===== src/rtl/core/spt_pkg.sv =====
package spt_pkg;

	// Table geometry
	localparam int SLOTS       = 16;
	localparam int DEGREE_BITS = 8;

	localparam int COEF_W  = 32;
	localparam int IDX_W   = (SLOTS > 1) ? $clog2(SLOTS) : 1;
	localparam int PROD_W  = COEF_W + DEGREE_BITS + 1;
	localparam int DEG_EXT = (DEGREE_BITS > 8) ? DEGREE_BITS : 8;
	localparam int PTR_EXT = (IDX_W > 4) ? IDX_W : 4;

	localparam logic [IDX_W-1:0] LAST_SLOT = IDX_W'(SLOTS - 1);
	localparam logic [31:0]      SLOTS_W32 = 32'(SLOTS);

	localparam logic signed [COEF_W-1:0] COEF_MAX = {1'b0, {(COEF_W-1){1'b1}}};
	localparam logic signed [COEF_W-1:0] COEF_MIN = {1'b1, {(COEF_W-1){1'b0}}};

	typedef logic [DEGREE_BITS-1:0] deg_t;
	typedef logic [IDX_W-1:0]       ptr_t;

	// Command codes
	typedef enum logic [1:0] {
		CMD_ADD   = 2'd0,
		CMD_DIFF  = 2'd1,
		CMD_READ  = 2'd2,
		CMD_CLEAR = 2'd3
	} cmd_code_t;

	// Status codes
	typedef enum logic [1:0] {
		STAT_OK   = 2'd0,
		STAT_FULL = 2'd1,
		STAT_SAT  = 2'd2
	} stat_code_t;

	// Controller states
	typedef enum logic [2:0] {
		S_IDLE,
		S_ADD_SCAN,
		S_ADD_SEL,
		S_ADD_APPLY,
		S_DIFF_MUL,
		S_DIFF_WR,
		S_FINISH
	} state_t;

	typedef struct packed {
		logic [1:0]               command;
		logic signed [COEF_W-1:0] coef_value;
		logic [7:0]               degree;
		logic [3:0]               slot_index;
	} spt_req_t;

	typedef struct packed {
		logic [1:0]               status;
		logic signed [COEF_W-1:0] read_coef;
		logic [7:0]               read_degree;
		logic                     read_live;
	} spt_rsp_t;

	// Controller to datapath commands
	typedef struct packed {
		logic accept;
		logic scan;
		logic ptr_sel;
		logic apply;
		logic mul;
		logic diff_wr;
		logic finish;
	} spt_ctl_t;

	// Datapath to controller status
	typedef struct packed {
		logic ptr_last;
	} spt_sts_t;

	typedef struct packed {
		logic                     sat;
		logic signed [COEF_W-1:0] val;
	} coef_sat_t;

	// Saturating sum of two coefficients
	function automatic coef_sat_t sat_add(logic signed [COEF_W-1:0] a,
			logic signed [COEF_W-1:0] b);
		logic signed [COEF_W:0] s;
		coef_sat_t r;
		s = {a[COEF_W-1], a} + {b[COEF_W-1], b};
		r.sat = s[COEF_W] ^ s[COEF_W-1];
		if (r.sat) begin
			r.val = s[COEF_W] ? COEF_MIN : COEF_MAX;
		end else begin
			r.val = s[COEF_W-1:0];
		end
		return r;
	endfunction

	// Clamp a coefficient-by-degree product to the coefficient range
	function automatic coef_sat_t clamp_prod(logic signed [PROD_W-1:0] p);
		coef_sat_t r;
		r.sat = !((&p[PROD_W-1:COEF_W-1]) || !(|p[PROD_W-1:COEF_W-1]));
		if (r.sat) begin
			r.val = p[PROD_W-1] ? COEF_MIN : COEF_MAX;
		end else begin
			r.val = p[COEF_W-1:0];
		end
		return r;
	endfunction

	// Keep the low DEGREE_BITS of an input degree
	function automatic deg_t to_deg(logic [7:0] d);
		logic [DEG_EXT-1:0] w;
		w = DEG_EXT'(d);
		return w[DEGREE_BITS-1:0];
	endfunction

	// Present a stored degree on the 8-bit result field
	function automatic logic [7:0] deg_to_out(deg_t d);
		logic [DEG_EXT-1:0] w;
		w = DEG_EXT'(d);
		return w[7:0];
	endfunction

	function automatic ptr_t to_ptr(logic [3:0] i);
		logic [PTR_EXT-1:0] w;
		w = PTR_EXT'(i);
		return w[IDX_W-1:0];
	endfunction

endpackage


===== src/rtl/core/sparse_polynomial_term_table.sv =====
// Sparse polynomial term table: SLOTS slots, each a signed Q16.16 coefficient and a
// degree, where a zero coefficient marks a free slot. One command per transaction:
// add (accumulate into the lowest live slot of equal degree, else fill the highest
// free slot, else drop with status 1), differentiate, read one slot, or clear. Sums
// and products saturate and report status 2. Every command returns one result.
// Commands run one at a time through a single-ported slot table walked by a
// pointer: add scans one slot per cycle, then selects and commits the slot;
// differentiate runs multiply then writeback per slot; read and clear go
// straight to loading the result register, which ends every command. The request
// side stalls while a command is in progress; a finished result waits in the
// output register without blocking the next request.
module sparse_polynomial_term_table (
	input  logic              clk,
	input  logic              arst_n,
	input  logic              req_valid,
	output logic              req_stall,
	input  spt_pkg::spt_req_t req,
	output logic              rsp_valid,
	input  logic              rsp_stall,
	output spt_pkg::spt_rsp_t rsp
);
	import spt_pkg::*;

	spt_ctl_t ctl;
	spt_sts_t sts;

	spt_ctrl u_ctrl (
		.clk         (clk),
		.arst_n      (arst_n),
		.req_valid   (req_valid),
		.req_command (req.command),
		.req_stall   (req_stall),
		.rsp_valid   (rsp_valid),
		.rsp_stall   (rsp_stall),
		.sts         (sts),
		.ctl         (ctl)
	);

	spt_dpath u_dpath (
		.clk    (clk),
		.arst_n (arst_n),
		.req    (req),
		.ctl    (ctl),
		.sts    (sts),
		.rsp    (rsp)
	);

endmodule


===== src/rtl/core/spt_ctrl.sv =====
module spt_ctrl (
	input  logic                clk,
	input  logic                arst_n,
	input  logic                req_valid,
	input  logic [1:0]          req_command,
	output logic                req_stall,
	output logic                rsp_valid,
	input  logic                rsp_stall,
	input  spt_pkg::spt_sts_t   sts,
	output spt_pkg::spt_ctl_t   ctl
);
	import spt_pkg::*;

	state_t state_q, state_d;
	logic   out_valid_q;

	// State register
	always_ff @(posedge clk or negedge arst_n) begin
		if (!arst_n) begin
			state_q <= S_IDLE;
		end else begin
			state_q <= state_d;
		end
	end

	// Next state and commands
	always_comb begin
		state_d = state_q;
		ctl     = '0;
		unique case (state_q)
			S_IDLE: begin
				if (req_valid) begin
					ctl.accept = 1'b1;
					unique case (req_command)
						CMD_ADD:  state_d = S_ADD_SCAN;
						CMD_DIFF: state_d = S_DIFF_MUL;
						default:  state_d = S_FINISH;
					endcase
				end
			end
			S_ADD_SCAN: begin
				ctl.scan = 1'b1;
				if (sts.ptr_last) begin
					state_d = S_ADD_SEL;
				end
			end
			S_ADD_SEL: begin
				ctl.ptr_sel = 1'b1;
				state_d     = S_ADD_APPLY;
			end
			S_ADD_APPLY: begin
				ctl.apply = 1'b1;
				state_d   = S_FINISH;
			end
			S_DIFF_MUL: begin
				ctl.mul = 1'b1;
				state_d = S_DIFF_WR;
			end
			S_DIFF_WR: begin
				ctl.diff_wr = 1'b1;
				state_d     = sts.ptr_last ? S_FINISH : S_DIFF_MUL;
			end
			S_FINISH: begin
				if (!out_valid_q || !rsp_stall) begin
					ctl.finish = 1'b1;
					state_d    = S_IDLE;
				end
			end
			default: state_d = S_IDLE;
		endcase
	end

	// Hold the result until the transaction completes
	always_ff @(posedge clk or negedge arst_n) begin
		if (!arst_n) begin
			out_valid_q <= 1'b0;
		end else if (ctl.finish) begin
			out_valid_q <= 1'b1;
		end else if (!rsp_stall) begin
			out_valid_q <= 1'b0;
		end
	end

	assign req_stall = (state_q != S_IDLE);
	assign rsp_valid = out_valid_q;

	a_no_overwrite: assert property (@(posedge clk) disable iff (!arst_n)
		ctl.finish |-> !(out_valid_q && rsp_stall))
		else $error("result overwritten while stalled");

	a_valid_from_finish: assert property (@(posedge clk) disable iff (!arst_n)
		$rose(out_valid_q) |-> $past(ctl.finish))
		else $error("result valid without finish");

	a_busy_after_accept: assert property (@(posedge clk) disable iff (!arst_n)
		ctl.accept |=> req_stall)
		else $error("accepted a transaction but not busy");

endmodule


===== src/rtl/core/spt_dpath.sv =====
module spt_dpath (
	input  logic                clk,
	input  logic                arst_n,
	input  spt_pkg::spt_req_t   req,
	input  spt_pkg::spt_ctl_t   ctl,
	output spt_pkg::spt_sts_t   sts,
	output spt_pkg::spt_rsp_t   rsp
);
	import spt_pkg::*;

	logic signed [COEF_W-1:0] coef_arr_q [SLOTS];
	deg_t                     deg_arr_q  [SLOTS];

	logic [1:0]               cmd_q;
	logic signed [COEF_W-1:0] coef_q;
	deg_t                     deg_q;
	logic [3:0]               idx_q;
	ptr_t                     ptr_q;
	ptr_t                     hit_q;
	ptr_t                     free_q;
	logic                     hit_vld_q;
	logic                     free_vld_q;
	logic                     sat_q;
	logic                     full_q;

	logic signed [PROD_W-1:0] prod_s1;
	logic                     live_s1;
	logic                     degz_s1;
	deg_t                     deg_s1;

	spt_rsp_t                 rsp_q;

	logic signed [COEF_W-1:0] rd_coef;
	deg_t                     rd_deg;
	logic                     rd_live;
	logic                     wr_en;
	logic signed [COEF_W-1:0] wr_coef;
	deg_t                     wr_deg;
	logic                     wr_sat;
	logic                     wr_full;
	coef_sat_t                add_res;
	coef_sat_t                mul_res;
	logic                     in_range;

	// Single read port at the pointer
	assign rd_coef = coef_arr_q[ptr_q];
	assign rd_deg  = deg_arr_q[ptr_q];
	assign rd_live = (rd_coef != '0);

	assign add_res  = sat_add(rd_coef, coef_q);
	assign mul_res  = clamp_prod(prod_s1);
	assign in_range = (32'(idx_q) < SLOTS_W32);

	assign sts.ptr_last = (ptr_q == LAST_SLOT);

	// Write port at the pointer: add commit or derivative writeback
	always_comb begin
		wr_en   = 1'b0;
		wr_coef = rd_coef;
		wr_deg  = rd_deg;
		wr_sat  = 1'b0;
		wr_full = 1'b0;
		if (ctl.apply && coef_q != '0) begin
			if (hit_vld_q) begin
				wr_en   = 1'b1;
				wr_coef = add_res.val;
				wr_sat  = add_res.sat;
			end else if (free_vld_q) begin
				wr_en   = 1'b1;
				wr_coef = coef_q;
				wr_deg  = deg_q;
			end else begin
				wr_full = 1'b1;
			end
		end else if (ctl.diff_wr && live_s1) begin
			wr_en = 1'b1;
			if (degz_s1) begin
				wr_coef = '0;
			end else begin
				wr_coef = mul_res.val;
				wr_deg  = deg_s1 - 1'b1;
				wr_sat  = mul_res.sat;
			end
		end
	end

	// Term table
	always_ff @(posedge clk or negedge arst_n) begin
		if (!arst_n) begin
			for (int i = 0; i < SLOTS; i++) begin
				coef_arr_q[i] <= '0;
				deg_arr_q[i]  <= '0;
			end
		end else if (ctl.finish && cmd_q == CMD_CLEAR) begin
			for (int i = 0; i < SLOTS; i++) begin
				coef_arr_q[i] <= '0;
				deg_arr_q[i]  <= '0;
			end
		end else if (wr_en) begin
			coef_arr_q[ptr_q] <= wr_coef;
			deg_arr_q[ptr_q]  <= wr_deg;
		end
	end

	// Transaction fields, pointer and scan results
	always_ff @(posedge clk) begin
		if (ctl.accept) begin
			cmd_q      <= req.command;
			coef_q     <= req.coef_value;
			deg_q      <= to_deg(req.degree);
			idx_q      <= req.slot_index;
			ptr_q      <= (req.command == CMD_READ) ? to_ptr(req.slot_index) : '0;
			hit_vld_q  <= 1'b0;
			free_vld_q <= 1'b0;
			sat_q      <= 1'b0;
			full_q     <= 1'b0;
		end else begin
			if (ctl.scan) begin
				if (rd_live && rd_deg == deg_q && !hit_vld_q) begin
					hit_vld_q <= 1'b1;
					hit_q     <= ptr_q;
				end else if (!rd_live) begin
					free_vld_q <= 1'b1;
					free_q     <= ptr_q;
				end
			end
			if (ctl.scan || ctl.diff_wr) begin
				ptr_q <= ptr_q + 1'b1;
			end else if (ctl.ptr_sel) begin
				ptr_q <= hit_vld_q ? hit_q : free_q;
			end
			if (wr_sat) begin
				sat_q <= 1'b1;
			end
			if (wr_full) begin
				full_q <= 1'b1;
			end
		end
	end

	// Multiply stage of the derivative pass
	always_ff @(posedge clk) begin
		if (ctl.mul) begin
			prod_s1 <= PROD_W'(rd_coef) * $signed({1'b0, rd_deg});
			live_s1 <= rd_live;
			degz_s1 <= (rd_deg == '0);
			deg_s1  <= rd_deg;
		end
	end

	// Result register
	always_ff @(posedge clk) begin
		if (ctl.finish) begin
			if (full_q) begin
				rsp_q.status <= STAT_FULL;
			end else if (sat_q) begin
				rsp_q.status <= STAT_SAT;
			end else begin
				rsp_q.status <= STAT_OK;
			end
			if (cmd_q == CMD_READ && in_range) begin
				rsp_q.read_coef   <= rd_coef;
				rsp_q.read_degree <= deg_to_out(rd_deg);
				rsp_q.read_live   <= rd_live;
			end else begin
				rsp_q.read_coef   <= '0;
				rsp_q.read_degree <= '0;
				rsp_q.read_live   <= 1'b0;
			end
		end
	end

	assign rsp = rsp_q;

	a_full_needs_no_free: assert property (@(posedge clk) disable iff (!arst_n)
		(ctl.apply && wr_full) |-> (!hit_vld_q && !free_vld_q))
		else $error("add dropped although a slot was available");

endmodule


===== config.mk =====
export PLATFORM = sky130hd
export DESIGN_NAME = sparse_polynomial_term_table
export DESIGN_NICKNAME = d
export VERILOG_FILES = /design/src/rtl/core/spt_pkg.sv /design/src/rtl/core/sparse_polynomial_term_table.sv /design/src/rtl/core/spt_ctrl.sv /design/src/rtl/core/spt_dpath.sv
export SDC_FILE = /design/constraint.sdc
export NUM_CORES = 2
export LEC_CHECK = 0
export BUFFER_PORTS_ARGS = -buffer_cell sky130_fd_sc_hd__buf_2
export CAP_MARGIN = 20
export CORE_ASPECT_RATIO = 0.75
export CORE_UTILIZATION = 55
export DETAILED_ROUTE_END_ITERATION = 7
export HOLD_SLACK_MARGIN = 0.05
export PLACE_DENSITY = 0.76
export SLEW_MARGIN = 0
export SYNTH_ARGS = -nofsm -noshare
export SYNTH_HDL_FRONTEND = slang
export SYNTH_SLANG_ARGS = --single-unit

===== constraint.sdc =====
create_clock -name clk -period 8.1 [get_ports clk]
set_input_delay 0.405 -clock clk [delete_from_list [all_inputs] [get_ports clk]]
set_output_delay 0.405 -clock clk [all_outputs]
set_load 0.05 [all_outputs]

==> impl_metrics.yaml <==
status:
  status: "finished, final reports clean"
setup_path:
  cp-end-kind: "flop"
  cp.arrival_ns: 8.23
  critPathMaxFanout: 28
  worstPathRequired_ns: 8.49
  start_kind: "flop"
  path_class: "reg -> reg"
sta:
  fmax_mhz: 127.4
  hold_ws_ns: 0.07725
  fin_setup_tns_ns: 0
  rsz0062_at_grt: "false"
  clock_skew_ns: 0.02714
  setup_viol: 0
  relSlewSlack: 0.2215
  tightestPinTransition_ns: 1.158
  fin_crit_ns: 7.846
  slew_violations: 0
  hold_violations: 0
  post-route-period-util: 0.9687
clocking:
  clock_sinks: 796
  cts_tree: "done"
  numCtsBuffers: 76
  cts-root-buf: "clkbuf_16"
  htree_num_levels: 3
  path_clk_slew_ns: 0.07
  clk_latency_ns: 0.66
  clockBufferDepth: 3
global_routing:
  antenna_found_initial: 3
  grt_max_degree: 229
  grt_pass1_vias: 35740
  grt_pass1_wl_um: 211500
  overflow: 0
  grt_use_total: 0.3254
synth:
  synth_edf_count: 148
  syn_area_um2: 46070
  yosys.area.top_type: "dfrtp_1"
  synth_nets: 4847
  synth_area_leaders: "dfrtp_1, edfxtp_1, fa_1"
  syn_area_per_cell_um2: 10.29
  synthArstFlopShare: 0.8090
  ys_seq_elements: 796
  synth_top_area_frac: 0.3498
  yosysSeqAreaShare: 0.4480
  synthCells: 4479
  yosys_warnings: 0
  ys_types: 83
  synthFlopType: "dfrtp_1"
die:
  die_w_um: 336.2
  num_rows: 91
  die_y_um: 252.7
  num_io_pins: 95
  die_area_um2: 84940
  coreArea_um2: 82550
  start_util: 0.5581
placed_design:
  gp_congestion: 1.037
  hpwlAfterDp_um: 88170
  portBuffers: 94
drt:
  wl_um: 136800
  drt_pre_antenna_iters: 8
  route.detailed.drc: 0
  drt.antenna.violating_nets: 0
  drt-initial-drc-count: 4842
  routedWlPerCell_um: 24.24
  vias_per_cell: 6.450
  num_vias: 36410
worst_hold_path:
  hold_path.class: "in -> reg"
cells_and_area:
  nets: 4838
  area_growth_pct: 10.86
  final_cell_mix: "o21ai_0, nand3_1, dfrtp_1, inv_1, nor2_1"
  drive_gt1_frac: 0.1378
  final_common_cell: "o21ai_0"
flow_run:
  maxCapViolations: 0
## synth_stat cells, types with 5 or more instances
| cell | count |
|---|---|
| a211oi_1 | 14 |
| a21o_1 | 24 |
| a21oi_1 | 123 |
| a221oi_1 | 7 |
| a31oi_1 | 14 |
| and2_1 | 10 |
| and3_1 | 8 |
| buf_1 | 24 |
| buf_2 | 25 |
| buf_6 | 5 |
| clkbuf_1 | 324 |
| dfrtp_1 | 644 |
| edfxtp_1 | 148 |
| fa_1 | 199 |
| ha_1 | 119 |
| inv_1 | 316 |
| mux2_2 | 31 |
| mux2i_1 | 40 |
| mux4_2 | 171 |
| nand2_1 | 212 |
| nand2b_1 | 8 |
| nand3_1 | 684 |
| nand4_1 | 18 |
| nor2_1 | 241 |
| nor2b_1 | 34 |
| nor3_1 | 19 |
| nor4_1 | 18 |
| o211ai_1 | 16 |
| o21a_1 | 8 |
| o21ai_0 | 720 |
| o21ai_1 | 23 |
| o21ai_2 | 6 |
| o21bai_1 | 14 |
| o221ai_1 | 22 |
| o22ai_1 | 14 |
| o31ai_1 | 5 |
| or2_2 | 6 |
| or3_1 | 5 |
| xnor2_1 | 47 |
| xor2_1 | 28 |
## routing by layer
layer  global-route usage  share of wire  up-vias
met2               0.4719           0.44     2023
met3               0.1008           0.12      299
met1               0.4676           0.41    18240
met5             0.006901         0.0013        -
met4               0.1019          0.031        8
li1                     -              -    15840
## registers in the layout, indices dropped and copies added, names as in the netlist, 2 cells and up
signal              count
u_dpath.ptr_q           4
u_dpath.coef_q         32
u_dpath.hit_q           4
u_dpath.cmd_q           2
u_ctrl.state_q          3
u_dpath.coef_arr_q    512
u_dpath.rsp            43
u_dpath.prod_s1        41
u_dpath.deg_s1          8
u_dpath.free_q          4
u_dpath.deg_q           8
u_dpath.deg_arr_q     128
## cell families (layout without fill, tap and decap cells)
group,count (synthesis),after routing,synth area share
and+or+nand+nor,1283,1283,0.1318
AOI/OAI and AO/OA,1063,1063,0.1280
DFF,796,796,0.4480
buffers and inverters,700,749,0.05885
adders and majority gates,320,320,0.1192
muxes,242,242,0.09986
xor gates and xnor gates,75,75,0.01426
other,0,1,0
## final cells by class
cell class / instances / area (µm²)
Antenna cell: 1 / 2.502
Clock buffer: 108 / 2255
Clock inverter: 28 / 319.1
Fill cell: 6555 / 31470
Inverter: 320 / 1201
Multi-Input combinational cell: 2983 / 22970
Sequential cell: 796 / 20640
Tap cell: 1116 / 1396
Timing Repair Buffer: 293 / 2297
## metrics by stage
| stage | util | instances | setup WS (ns) | cell area (µm²) |
|---|---|---|---|---|
| after global routing | 0.6188 | 5645 | 0.03093 | 51080 |
| after detailed placement | 0.5817 | 5462 | 0.3383 | 48020 |
| after global placement | 0.5815 | 5460 | 0.4703 | 48000 |
| after floorplan | - | 4479 | 0.4153 | 46070 |
| after CTS | 0.6181 | 5641 | 0.2955 | 51020 |
| final | 0.6188 | 5645 | 0.2535 | 51080 |
## timing repair
| item | CTS | global route |
|---|---|---|
| endpoints found under the hold margin | 126 | 0 |
| hold buffers | 43 | 0 |
| endpoints found under the setup margin | 0 | 4 |
| resized for setup | 0 | 1 |
| setup buffers | 0 | 0 |
## worst paths after layout
check | from | to | slack, ns | depth (start not counted)
worst max-delay path | u_dpath.ptr_q[0] | u_dpath.prod_s1[39] | 0.25 | 27
max in group asynchronous | arst_n | u_ctrl.state_q[2] | 6.31 | 3
worst min-delay path | rsp_stall | u_ctrl.rsp_valid | 0.08 | 3
min in group asynchronous | arst_n | u_dpath.deg_arr_q[4] | 0.39 | 2
worst max register to register | u_dpath.ptr_q[0] | u_dpath.prod_s1[39] | 0.25 | 27
worst min register to register | u_dpath.deg_arr_q[105] | u_dpath.deg_arr_q[105] | 0.49 | 2
## critical path: stages, from the launching register on
cell and delay (ns):
edfxtp_1 0.46, buf_12 0.25, buf_12 0.29, mux4_2 0.54, mux2_2 0.28, o21ai_1 0.34, inv_1 0.29, nand2_1 0.15
fa_1 0.41, inv_1 0.09, fa_1 0.45, fa_1 0.54, inv_1 0.05, fa_1 0.47, inv_1 0.04, ha_1 0.34
or2_2 0.33, and4b_1 0.21, a221oi_1 0.45, o211ai_1 0.17, a41oi_1 0.18, buf_4 0.19, o21bai_1 0.10, o41ai_1 0.27
buf_4 0.19, o2111ai_1 0.13, a21oi_1 0.22, xnor2_1 0.09
Power is left out: the tool's default activity adds up to more than one toggle a clock period on the data nets, which glitch-free logic cannot reach.
